**src/rtl/core/vfd_pkg.sv**
```systemverilog
// Shared constants, queue command type and character codes for the frame deframer.
package vfd_pkg;

    localparam int MAX_FRAME_LEN = 40;
    localparam int LEN_W         = 6;
    localparam int ADDR_W        = 12;
    localparam int CTRL_W        = 4;
    localparam int CFG_IDX_W     = 8;
    localparam int CFG_DATA_W    = 8;
    localparam int QPTR_W        = 2;
    localparam int HDR_BYTES     = 4;

    // register indexes of the configuration port
    localparam logic [CFG_IDX_W-1:0] CFG_ENABLE       = 8'd0;
    localparam logic [CFG_IDX_W-1:0] CFG_LENGTH_LIMIT = 8'd1;

    localparam logic [LEN_W-1:0] LIMIT_RESET = 6'd40;

    localparam logic [7:0] END_PLAIN = 8'hEE;
    localparam logic [7:0] END_ACK   = 8'hEF;

    // control nibble bits
    localparam int CTRL_EXT = 3;
    localparam int CTRL_RAK = 2;
    localparam int CTRL_RNW = 1;
    localparam int CTRL_RTR = 0;

    localparam logic [6:0] CH_ZERO  = 7'h30;
    localparam logic [6:0] CH_UA    = 7'h41;
    localparam logic [6:0] CH_SPACE = 7'h20;
    localparam logic [6:0] CH_DASH  = 7'h2D;
    localparam logic [6:0] CH_R     = 7'h52;
    localparam logic [6:0] CH_W     = 7'h57;
    localparam logic [6:0] CH_T     = 7'h54;

    // one queue entry: either a data byte write or a finished good frame
    typedef struct packed {
        logic              is_frame;
        logic [7:0]        data;
        logic [LEN_W-1:0]  idx;
        logic [ADDR_W-1:0] addr;
        logic [CTRL_W-1:0] ctrl;
        logic [LEN_W-1:0]  len;
        logic              end_ack;
    } vfd_cmd_t;

endpackage

```
**src/rtl/core/van_frame_deframer_hex_text_top.sv**
```systemverilog
// Top level of the frame deframer with hex text output.
//
// Bytes captured from the bus enter on the s_ channel, one per beat. A good
// frame of length n (n+4 bytes) is answered by n+4 beats on the m_ channel,
// each carrying two ASCII characters; m_last_of_frame marks the final beat.
// Dropped frames and bytes taken while enable is clear give no beats.
// Configuration: cfg_index 0 is enable (bit 0), index 1 is length_limit
// (bits 5:0); cfg_ready is always high; write only while the block is idle.
// The parser takes one byte per cycle while the four-entry command queue has
// room. The emitter pops one data byte write per cycle into the 40-byte store
// while no frame is in flight and, for a frame, reads the store through one
// registered port, giving one beat per cycle while m_ready is high. The end
// byte's command passes the queue, the busy stage, stage one and the output
// register; no command is popped until the frame's last pair leaves stage one.
// Reset clears the parser, queue and emitter; enable resets to 0 and
// length_limit to 40. A stalled m_ready holds the output beat and the
// emitter; the queue then fills and s_ready drops.
module van_frame_deframer_hex_text_top
    import vfd_pkg::*;
(
    input  logic                  aclk,
    input  logic                  aresetn,
    input  logic                  s_valid,
    output logic                  s_ready,
    input  logic [7:0]            s_rx_byte,
    output logic                  m_valid,
    input  logic                  m_ready,
    output logic [6:0]            m_char_first,
    output logic [6:0]            m_char_second,
    output logic                  m_last_of_frame,
    input  logic                  cfg_valid,
    output logic                  cfg_ready,
    input  logic [CFG_IDX_W-1:0]  cfg_index,
    input  logic [CFG_DATA_W-1:0] cfg_data
);

    logic     q_full;
    logic     q_push;
    vfd_cmd_t q_push_cmd;
    logic     q_valid;
    logic     q_ready;
    vfd_cmd_t q_head;

    vfd_front u_front (
        .aclk      (aclk),
        .aresetn   (aresetn),
        .s_valid   (s_valid),
        .s_ready   (s_ready),
        .s_rx_byte (s_rx_byte),
        .cfg_valid (cfg_valid),
        .cfg_ready (cfg_ready),
        .cfg_index (cfg_index),
        .cfg_data  (cfg_data),
        .q_full    (q_full),
        .q_push    (q_push),
        .q_cmd     (q_push_cmd)
    );

    vfd_queue u_queue (
        .aclk       (aclk),
        .aresetn    (aresetn),
        .push       (q_push),
        .push_cmd   (q_push_cmd),
        .full       (q_full),
        .head_valid (q_valid),
        .pop_ready  (q_ready),
        .head_cmd   (q_head)
    );

    vfd_back u_back (
        .aclk            (aclk),
        .aresetn         (aresetn),
        .q_valid         (q_valid),
        .q_ready         (q_ready),
        .q_cmd           (q_head),
        .m_valid         (m_valid),
        .m_ready         (m_ready),
        .m_char_first    (m_char_first),
        .m_char_second   (m_char_second),
        .m_last_of_frame (m_last_of_frame)
    );

endmodule

```
**src/rtl/core/vfd_front.sv**
```systemverilog
// Front end: configuration registers and header/data/end-byte parser feeding the queue.
module vfd_front
    import vfd_pkg::*;
(
    input  logic                  aclk,
    input  logic                  aresetn,
    input  logic                  s_valid,
    output logic                  s_ready,
    input  logic [7:0]            s_rx_byte,
    input  logic                  cfg_valid,
    output logic                  cfg_ready,
    input  logic [CFG_IDX_W-1:0]  cfg_index,
    input  logic [CFG_DATA_W-1:0] cfg_data,
    input  logic                  q_full,
    output logic                  q_push,
    output vfd_cmd_t              q_cmd
);

    logic              enable_reg;
    logic [LEN_W-1:0]  limit_reg;
    logic [LEN_W-1:0]  byte_count_reg, byte_count_next;
    logic [LEN_W-1:0]  frame_length_reg, frame_length_next;
    logic [ADDR_W-1:0] frame_address_reg, frame_address_next;
    logic [CTRL_W-1:0] control_bits_reg, control_bits_next;

    logic              accept;
    logic [LEN_W-1:0]  lim;
    logic [LEN_W-1:0]  data_idx;
    logic              hdr_bad;
    logic              end_ok;

    assign s_ready   = !q_full;
    assign cfg_ready = 1'b1;
    assign accept    = s_valid && s_ready;

    assign lim      = (limit_reg < LEN_W'(MAX_FRAME_LEN)) ? limit_reg : LEN_W'(MAX_FRAME_LEN);
    assign data_idx = byte_count_reg - LEN_W'(HDR_BYTES);
    assign hdr_bad  = (s_rx_byte != 8'd0) || (frame_address_reg == '0) ||
                      (frame_length_reg == '0) || !control_bits_reg[CTRL_EXT];
    assign end_ok   = (s_rx_byte == END_PLAIN) || (s_rx_byte == END_ACK);

    always_comb begin
        byte_count_next    = byte_count_reg;
        frame_length_next  = frame_length_reg;
        frame_address_next = frame_address_reg;
        control_bits_next  = control_bits_reg;
        q_push             = 1'b0;
        q_cmd.is_frame     = 1'b0;
        q_cmd.data         = s_rx_byte;
        q_cmd.idx          = data_idx;
        q_cmd.addr         = frame_address_reg;
        q_cmd.ctrl         = control_bits_reg;
        q_cmd.len          = frame_length_reg;
        q_cmd.end_ack      = (s_rx_byte == END_ACK);
        if (accept && enable_reg) begin
            if (byte_count_reg < LEN_W'(HDR_BYTES)) begin
                byte_count_next = byte_count_reg + 1'b1;
                unique case (byte_count_reg[1:0])
                    2'd0: frame_address_next = {s_rx_byte, 4'h0};
                    2'd1: begin
                        frame_address_next = {frame_address_reg[ADDR_W-1:4], s_rx_byte[7:4]};
                        control_bits_next  = s_rx_byte[3:0];
                    end
                    2'd2: begin
                        frame_length_next = ((s_rx_byte != 8'd0) && (s_rx_byte <= {2'b00, lim}))
                                            ? s_rx_byte[LEN_W-1:0] : '0;
                    end
                    2'd3: begin
                        if (hdr_bad) begin
                            byte_count_next   = '0;
                            frame_length_next = '0;
                        end
                    end
                    default: ;
                endcase
            end else if (frame_length_reg == '0) begin
                byte_count_next   = '0;
                frame_length_next = '0;
            end else if (({1'b0, data_idx} + 7'd1) < {1'b0, frame_length_reg}) begin
                // data byte: hand it to the back end for storage
                q_push          = 1'b1;
                byte_count_next = byte_count_reg + 1'b1;
            end else begin
                q_push            = end_ok;
                q_cmd.is_frame    = 1'b1;
                byte_count_next   = '0;
                frame_length_next = '0;
            end
        end
    end

    always_ff @(posedge aclk) begin
        if (!aresetn) begin
            enable_reg        <= 1'b0;
            limit_reg         <= LIMIT_RESET;
            byte_count_reg    <= '0;
            frame_length_reg  <= '0;
            frame_address_reg <= '0;
            control_bits_reg  <= '0;
        end else begin
            if (cfg_valid && cfg_ready) begin
                if (cfg_index == CFG_ENABLE) begin
                    enable_reg <= cfg_data[0];
                end else if (cfg_index == CFG_LENGTH_LIMIT) begin
                    limit_reg <= cfg_data[LEN_W-1:0];
                end
            end
            byte_count_reg    <= byte_count_next;
            frame_length_reg  <= frame_length_next;
            frame_address_reg <= frame_address_next;
            control_bits_reg  <= control_bits_next;
        end
    end

endmodule

```
**src/rtl/core/vfd_queue.sv**
```systemverilog
// Short command queue between the parser and the text emitter.
module vfd_queue
    import vfd_pkg::*;
(
    input  logic     aclk,
    input  logic     aresetn,
    input  logic     push,
    input  vfd_cmd_t push_cmd,
    output logic     full,
    output logic     head_valid,
    input  logic     pop_ready,
    output vfd_cmd_t head_cmd
);

    localparam int QDEPTH = 1 << QPTR_W;

    vfd_cmd_t          entry_reg [QDEPTH];
    logic [QPTR_W-1:0] wr_ptr_reg;
    logic [QPTR_W-1:0] rd_ptr_reg;
    logic [QPTR_W:0]   count_reg;
    logic              pop;

    assign full       = (count_reg == (QPTR_W+1)'(QDEPTH));
    assign head_valid = (count_reg != '0);
    assign head_cmd   = entry_reg[rd_ptr_reg];
    assign pop        = head_valid && pop_ready;

    always_ff @(posedge aclk) begin
        if (push) begin
            entry_reg[wr_ptr_reg] <= push_cmd;
        end
    end

    always_ff @(posedge aclk) begin
        if (!aresetn) begin
            wr_ptr_reg <= '0;
            rd_ptr_reg <= '0;
            count_reg  <= '0;
        end else begin
            if (push) begin
                wr_ptr_reg <= wr_ptr_reg + 1'b1;
            end
            if (pop) begin
                rd_ptr_reg <= rd_ptr_reg + 1'b1;
            end
            count_reg <= count_reg + (QPTR_W+1)'(push) - (QPTR_W+1)'(pop);
        end
    end

    a_no_overflow: assert property (@(posedge aclk) disable iff (!aresetn)
        push |-> !full)
        else $error("queue written while full");

    a_count_range: assert property (@(posedge aclk) disable iff (!aresetn)
        count_reg <= (QPTR_W+1)'(QDEPTH))
        else $error("queue count out of range");

endmodule

```
**src/rtl/core/vfd_back.sv**
```systemverilog
// Back end: data byte store and two-stage hex text emitter with output register.
module vfd_back
    import vfd_pkg::*;
(
    input  logic       aclk,
    input  logic       aresetn,
    input  logic       q_valid,
    output logic       q_ready,
    input  vfd_cmd_t   q_cmd,
    output logic       m_valid,
    input  logic       m_ready,
    output logic [6:0] m_char_first,
    output logic [6:0] m_char_second,
    output logic       m_last_of_frame
);

    function automatic logic [6:0] hex_char(input logic [3:0] v);
        return (v < 4'd10) ? (CH_ZERO + 7'(v)) : (CH_UA + 7'(v - 4'd10));
    endfunction

    logic [7:0]        mem [MAX_FRAME_LEN];
    logic [7:0]        rd_data_reg;

    logic              busy_reg;
    logic [LEN_W-1:0]  k0_reg;
    logic              valid1_reg;
    logic [LEN_W-1:0]  k1_reg;
    logic [ADDR_W-1:0] addr_reg;
    logic [CTRL_W-1:0] ctrl_reg;
    logic [LEN_W-1:0]  len_reg;
    logic              end_ack_reg;

    logic              m_valid_reg;
    logic [6:0]        first_reg;
    logic [6:0]        second_reg;
    logic              last_reg;

    logic              adv;
    logic              pop;
    logic [LEN_W-1:0]  last_k;
    logic [LEN_W-1:0]  rd_idx;
    logic [6:0]        first_next;
    logic [6:0]        second_next;

    assign adv     = !m_valid_reg || m_ready;
    // hold the descriptor until the last pair has left stage one
    assign pop     = q_valid && !busy_reg && !valid1_reg;
    assign q_ready = pop;
    assign last_k  = len_reg + LEN_W'(3);
    assign rd_idx  = (k0_reg >= LEN_W'(HDR_BYTES)) ? (k0_reg - LEN_W'(HDR_BYTES)) : '0;

    always_comb begin
        first_next  = hex_char(rd_data_reg[7:4]);
        second_next = hex_char(rd_data_reg[3:0]);
        if (k1_reg == LEN_W'(0)) begin
            first_next  = hex_char(addr_reg[11:8]);
            second_next = hex_char(addr_reg[7:4]);
        end else if (k1_reg == LEN_W'(1)) begin
            first_next  = hex_char(addr_reg[3:0]);
            second_next = CH_SPACE;
        end else if (k1_reg == LEN_W'(2)) begin
            first_next  = ctrl_reg[CTRL_RNW] ? CH_R : CH_W;
            second_next = ctrl_reg[CTRL_RAK] ? CH_UA : CH_DASH;
        end else if (k1_reg == LEN_W'(3)) begin
            first_next  = ctrl_reg[CTRL_RTR] ? CH_T : CH_DASH;
            second_next = CH_SPACE;
        end else if (k1_reg == last_k) begin
            first_next  = CH_SPACE;
            second_next = end_ack_reg ? CH_UA : CH_DASH;
        end
    end

    always_ff @(posedge aclk) begin
        if (pop && !q_cmd.is_frame) begin
            mem[q_cmd.idx] <= q_cmd.data;
        end
        if (adv && busy_reg) begin
            rd_data_reg <= mem[rd_idx];
        end
    end

    always_ff @(posedge aclk) begin
        if (!aresetn) begin
            busy_reg    <= 1'b0;
            valid1_reg  <= 1'b0;
            m_valid_reg <= 1'b0;
            k0_reg      <= '0;
        end else begin
            if (pop && q_cmd.is_frame) begin
                busy_reg    <= 1'b1;
                k0_reg      <= '0;
                addr_reg    <= q_cmd.addr;
                ctrl_reg    <= q_cmd.ctrl;
                len_reg     <= q_cmd.len;
                end_ack_reg <= q_cmd.end_ack;
            end
            if (adv) begin
                valid1_reg  <= busy_reg;
                m_valid_reg <= valid1_reg;
                if (busy_reg) begin
                    k1_reg <= k0_reg;
                    k0_reg <= k0_reg + 1'b1;
                    if (k0_reg == last_k) begin
                        busy_reg <= 1'b0;
                    end
                end
                if (valid1_reg) begin
                    first_reg  <= first_next;
                    second_reg <= second_next;
                    last_reg   <= (k1_reg == last_k);
                end
            end
        end
    end

    assign m_valid         = m_valid_reg;
    assign m_char_first    = first_reg;
    assign m_char_second   = second_reg;
    assign m_last_of_frame = last_reg;

    a_start_busy: assert property (@(posedge aclk) disable iff (!aresetn)
        (pop && q_cmd.is_frame) |=> busy_reg)
        else $error("frame popped but emitter not started");

    a_k_bound: assert property (@(posedge aclk) disable iff (!aresetn)
        busy_reg |-> (k0_reg <= last_k))
        else $error("pair counter ran past end of line");

    a_no_pop_busy: assert property (@(posedge aclk) disable iff (!aresetn)
        busy_reg |-> !q_ready)
        else $error("queue popped while emitting");

endmodule
```
**config.mk**
```make
export PLATFORM = sky130hd
export DESIGN_NAME = van_frame_deframer_hex_text_top
export DESIGN_NICKNAME = d
export VERILOG_FILES = /design/src/rtl/core/vfd_pkg.sv /design/src/rtl/core/van_frame_deframer_hex_text_top.sv /design/src/rtl/core/vfd_front.sv /design/src/rtl/core/vfd_queue.sv /design/src/rtl/core/vfd_back.sv
export SDC_FILE = /design/constraint.sdc
export NUM_CORES = 1
export LEC_CHECK = 0
export BUFFER_PORTS_ARGS = -buffer_cell sky130_fd_sc_hd__clkbuf_2
export CORE_ASPECT_RATIO = 0.6
export CORE_MARGIN = 2
export CORE_UTILIZATION = 30
export DETAILED_ROUTE_END_ITERATION = 10
export GPL_ROUTABILITY_DRIVEN = 0
export SLEW_MARGIN = 20
export SYNTH_ARGS = -nofsm -noshare
export SYNTH_HDL_FRONTEND = slang
export SYNTH_SLANG_ARGS = --single-unit
```
**constraint.sdc**
```tcl
create_clock -name aclk -period 6.22 [get_ports aclk]
set_clock_uncertainty 0.05 [all_clocks]
set_input_delay 0.622 -clock aclk [delete_from_list [all_inputs] [get_ports aclk]]
set_output_delay 0.622 -clock aclk [all_outputs]
set_load 0.01 [all_outputs]
```
==> impl_metrics.env <==
export IMPL_period_needed_ns=4.17
export IMPL_syn_area_um2=24600
export IMPL_p_leak_nw=8.75
export IMPL_worstSetupPathType="flop to flop"
export IMPL_synth_edf_count=519
export IMPL_synth_area_per_cell_um2=15.1
export IMPL_syn_nets=1703
export IMPL_area_delta_synth_final_pct=11.5
export IMPL_drc=0
export IMPL_ys_flop_type="edfxtp_1"
export IMPL_fp_dieH_um=226
export IMPL_cts_tree="built"
export IMPL_p_per_area_nw_per_um2=264
export IMPL_yosys_warnings=0
export IMPL_crit_fanout=37
export IMPL_largest_reg_flops=320
export IMPL_ant_nets=0
export IMPL_whs_path_depth=3
export IMPL_switching_share_pct=19.3
export IMPL_numCtsBuffers=50
export IMPL_ys_seq_area_share_pct=67.8
export IMPL_finalSetupTns_ns=0
export IMPL_clockRootBuffer="clkbuf_16"
export IMPL_crit_path_end_kind="flop"
export IMPL_power_internal_mw=5.84
export IMPL_pwr_share_comb_pct=0.5
export IMPL_power_net_switching_mw=1.40
export IMPL_grt_max_degree=66
export IMPL_clock_path_buffers=3
export IMPL_rsz0062_at_grt="false"
export IMPL_status="complete, no violations"
export IMPL_final_period_utilization_pct=67.0
export IMPL_ir_drop_mv=0.176
export IMPL_final_cell_mix="edfxtp_1 (519), nor2_1 (126), nand2_1 (95)"
export IMPL_clock_sink_count=572
export IMPL_synthArstFlopShare_pct=0
export IMPL_finalPower_mw=7.24
export IMPL_slew_violations=0
export IMPL_row_count=81
export IMPL_cts_resized=0
export IMPL_fillerInstances=7795
export IMPL_yosysUniqueCellTypes=81
export IMPL_drtIter0Drc=1665
export IMPL_firstDrtPassIters=5
export IMPL_ioPinCount=47
export IMPL_grt_pass1_vias=13600
export IMPL_die_area_um2=84200
export IMPL_required_ns=6.38
export IMPL_postSynthCellCount=1624
export IMPL_via_count=14100
export IMPL_tightestPinTransition_ns=1.09
export IMPL_grt_usage_pct=13.3
export IMPL_worstRegToRegCells=10
export IMPL_ys_seq_elements=572
export IMPL_final_common_cell="edfxtp_1"
export IMPL_finalSetupViolCount=0
export IMPL_grt_overflow=0
export IMPL_wl_per_cell_um=20.6
export IMPL_start_util_pct=30.2
export IMPL_finalHoldViolCount=0
export IMPL_place_hpwl_mm=37.1
export IMPL_drive_gt1_share_pct=13.4
export IMPL_path_clk_slew_ns=0.07
export IMPL_fp_coreArea_um2=81300
export IMPL_cts_max_level=2
export IMPL_worstPathArrival_ns=4.33
export IMPL_fmax_mhz=240
export IMPL_io_buffer_count=43
export IMPL_die_x_um=373
export IMPL_clkLatencyLatePin_ns=0.59
export IMPL_holdCritPathClass="input pin to flop"
export IMPL_fin_nets=1726
export IMPL_drv_cap=0
export IMPL_critPathLaunchType="flop"
export IMPL_postCtsSetupBuffers=0
export IMPL_pwr_share_seq_pct=57.0
export IMPL_wirelength_mm=57.0
export IMPL_holdBufCountCts=0
export IMPL_pwr_share_clk_pct=42.5
export IMPL_vias_per_cell=5.10
export IMPL_grt_pass1_wl_mm=85.1
export IMPL_antenna_found_initial=4
export IMPL_slew_headroom_pct=27.4
==> synth_stat cells, types with 6 or more instances <==
cell / count / area (um^2)
a32o_1: 9 / 90.1
nand2_1: 95 / 357
mux2_2: 9 / 101
buf_2: 21 / 105
buf_1: 6 / 22.5
o21ai_0: 73 / 365
and3_1: 13 / 81.3
and2_1: 8 / 50.1
inv_1: 43 / 161
a21oi_1: 73 / 365
ha_1: 49 / 613
nor2b_1: 19 / 119
clkbuf_1: 39 / 146
dfxtp_1: 53 / 1060
nand3_1: 39 / 195
nand3b_1: 6 / 45.0
mux2i_1: 88 / 881
xnor2_1: 21 / 184
and2_0: 9 / 56.3
a221oi_1: 25 / 219
nor3_1: 29 / 145
mux4_2: 69 / 1550
a311oi_1: 10 / 87.6
xor2_1: 28 / 245
a211oi_1: 11 / 82.6
nand2b_1: 6 / 37.5
buf_4: 6 / 45.0
o2bb2ai_1: 8 / 70.1
a31oi_1: 7 / 43.8
edfxtp_1: 519 / 15600
o211ai_1: 9 / 67.6
nor2_1: 127 / 477
==> logic make-up (layout without fill, tap and decap cells) <==
| family | after synthesis | count (layout) | share of synthesized area [%] |
|---|---|---|---|
| compound gates | 272 | 272 | 7.30 |
| fa+ha+maj | 50 | 50 | 2.58 |
| simple gates | 382 | 382 | 7.47 |
| flops | 572 | 572 | 67.8 |
| xor+xnor | 52 | 52 | 2.03 |
| mux | 166 | 166 | 10.3 |
| other cells | 1 | 2 | 0.0153 |
| buf+inv | 129 | 191 | 2.49 |
==> area by class of cell <==
class                           instances  area (um^2)  share of cell area (%)
Clock buffer                           68         1360                    4.97
Timing Repair Buffer                   54          298                    1.09
Clock inverter                         23          230                   0.841
Antenna cell                            1         2.50                 0.00914
Inverter                               46          173                   0.631
Tap cell                             1079         1350                    4.93
Sequential cell                       572        16700                    60.8
Multi-Input combinational cell        923         7310                    26.7
==> metrics by stage <==
step	utilization, %	worst slack, ns	cells	area (um^2)	hold WS [ns]
final	33.7	2.05	2766	27400	0.204
after global routing	33.7	1.77	2765	27400	0.199
after CTS	33.7	2.06	2765	27400	0.182
after detailed placement	31.7	2.10	2674	25800	0.447
after global placement	31.7	2.15	2674	25800	0.427
after floorplan	-	2.57	1624	24600	0.379
==> critical path, cell delays in order, from the launching register on <==
cell and delay, ns:
dfxtp_1 0.51, inv_1 0.19, ha_1 0.28, xor2_1 0.31, nand3_1 0.15, xnor2_1 0.16, ha_1 0.32, a21oi_1 0.13
o211ai_1 0.17, a211oi_2 0.51, and2_2 0.96
==> layer usage <==
| layer | part of all wire (%) | vias up | global-route usage (%) |
|---|---|---|---|
| met5 | 0 | - | 0 |
| met2 | 40 | 634 | 18.2 |
| met4 | 1.4 | 0 | 2.56 |
| met1 | 49 | 7096 | 21.3 |
| li1 | - | 6311 | - |
| met3 | 9.8 | 75 | 2.74 |
==> power groups by stage <==
| stage | Combinational (mW) | Sequential, mW | Clock (mW) |
|---|---|---|---|
| 6_report | 0.0353 | 4.13 | 3.08 |
| 5_1_grt | 0.0380 | 4.12 | 3.31 |
| 4_1_cts | 0.0352 | 4.13 | 3.15 |
| 3_5_place_dp | 0.0350 | 4.21 | 0 |
| 3_3_place_gp | 0.0335 | 4.21 | 0 |
| 2_1_floorplan | 0.0124 | 4.21 | 0 |
==> worst paths after layout <==
path | slack [ns] | start | endpoint
worst max register to register | 2.05 | flop | u_queue.entry_reg[2][2]
worst max-delay path | 2.05 | flop | u_queue.entry_reg[2][2]
worst min register to register | 0.46 | u_front.limit_reg[0] | u_front.limit_reg[0]
worst min-delay path | 0.20 | cfg_data[3] | u_front.limit_reg[3]
(Power assumes the default switching activity.)
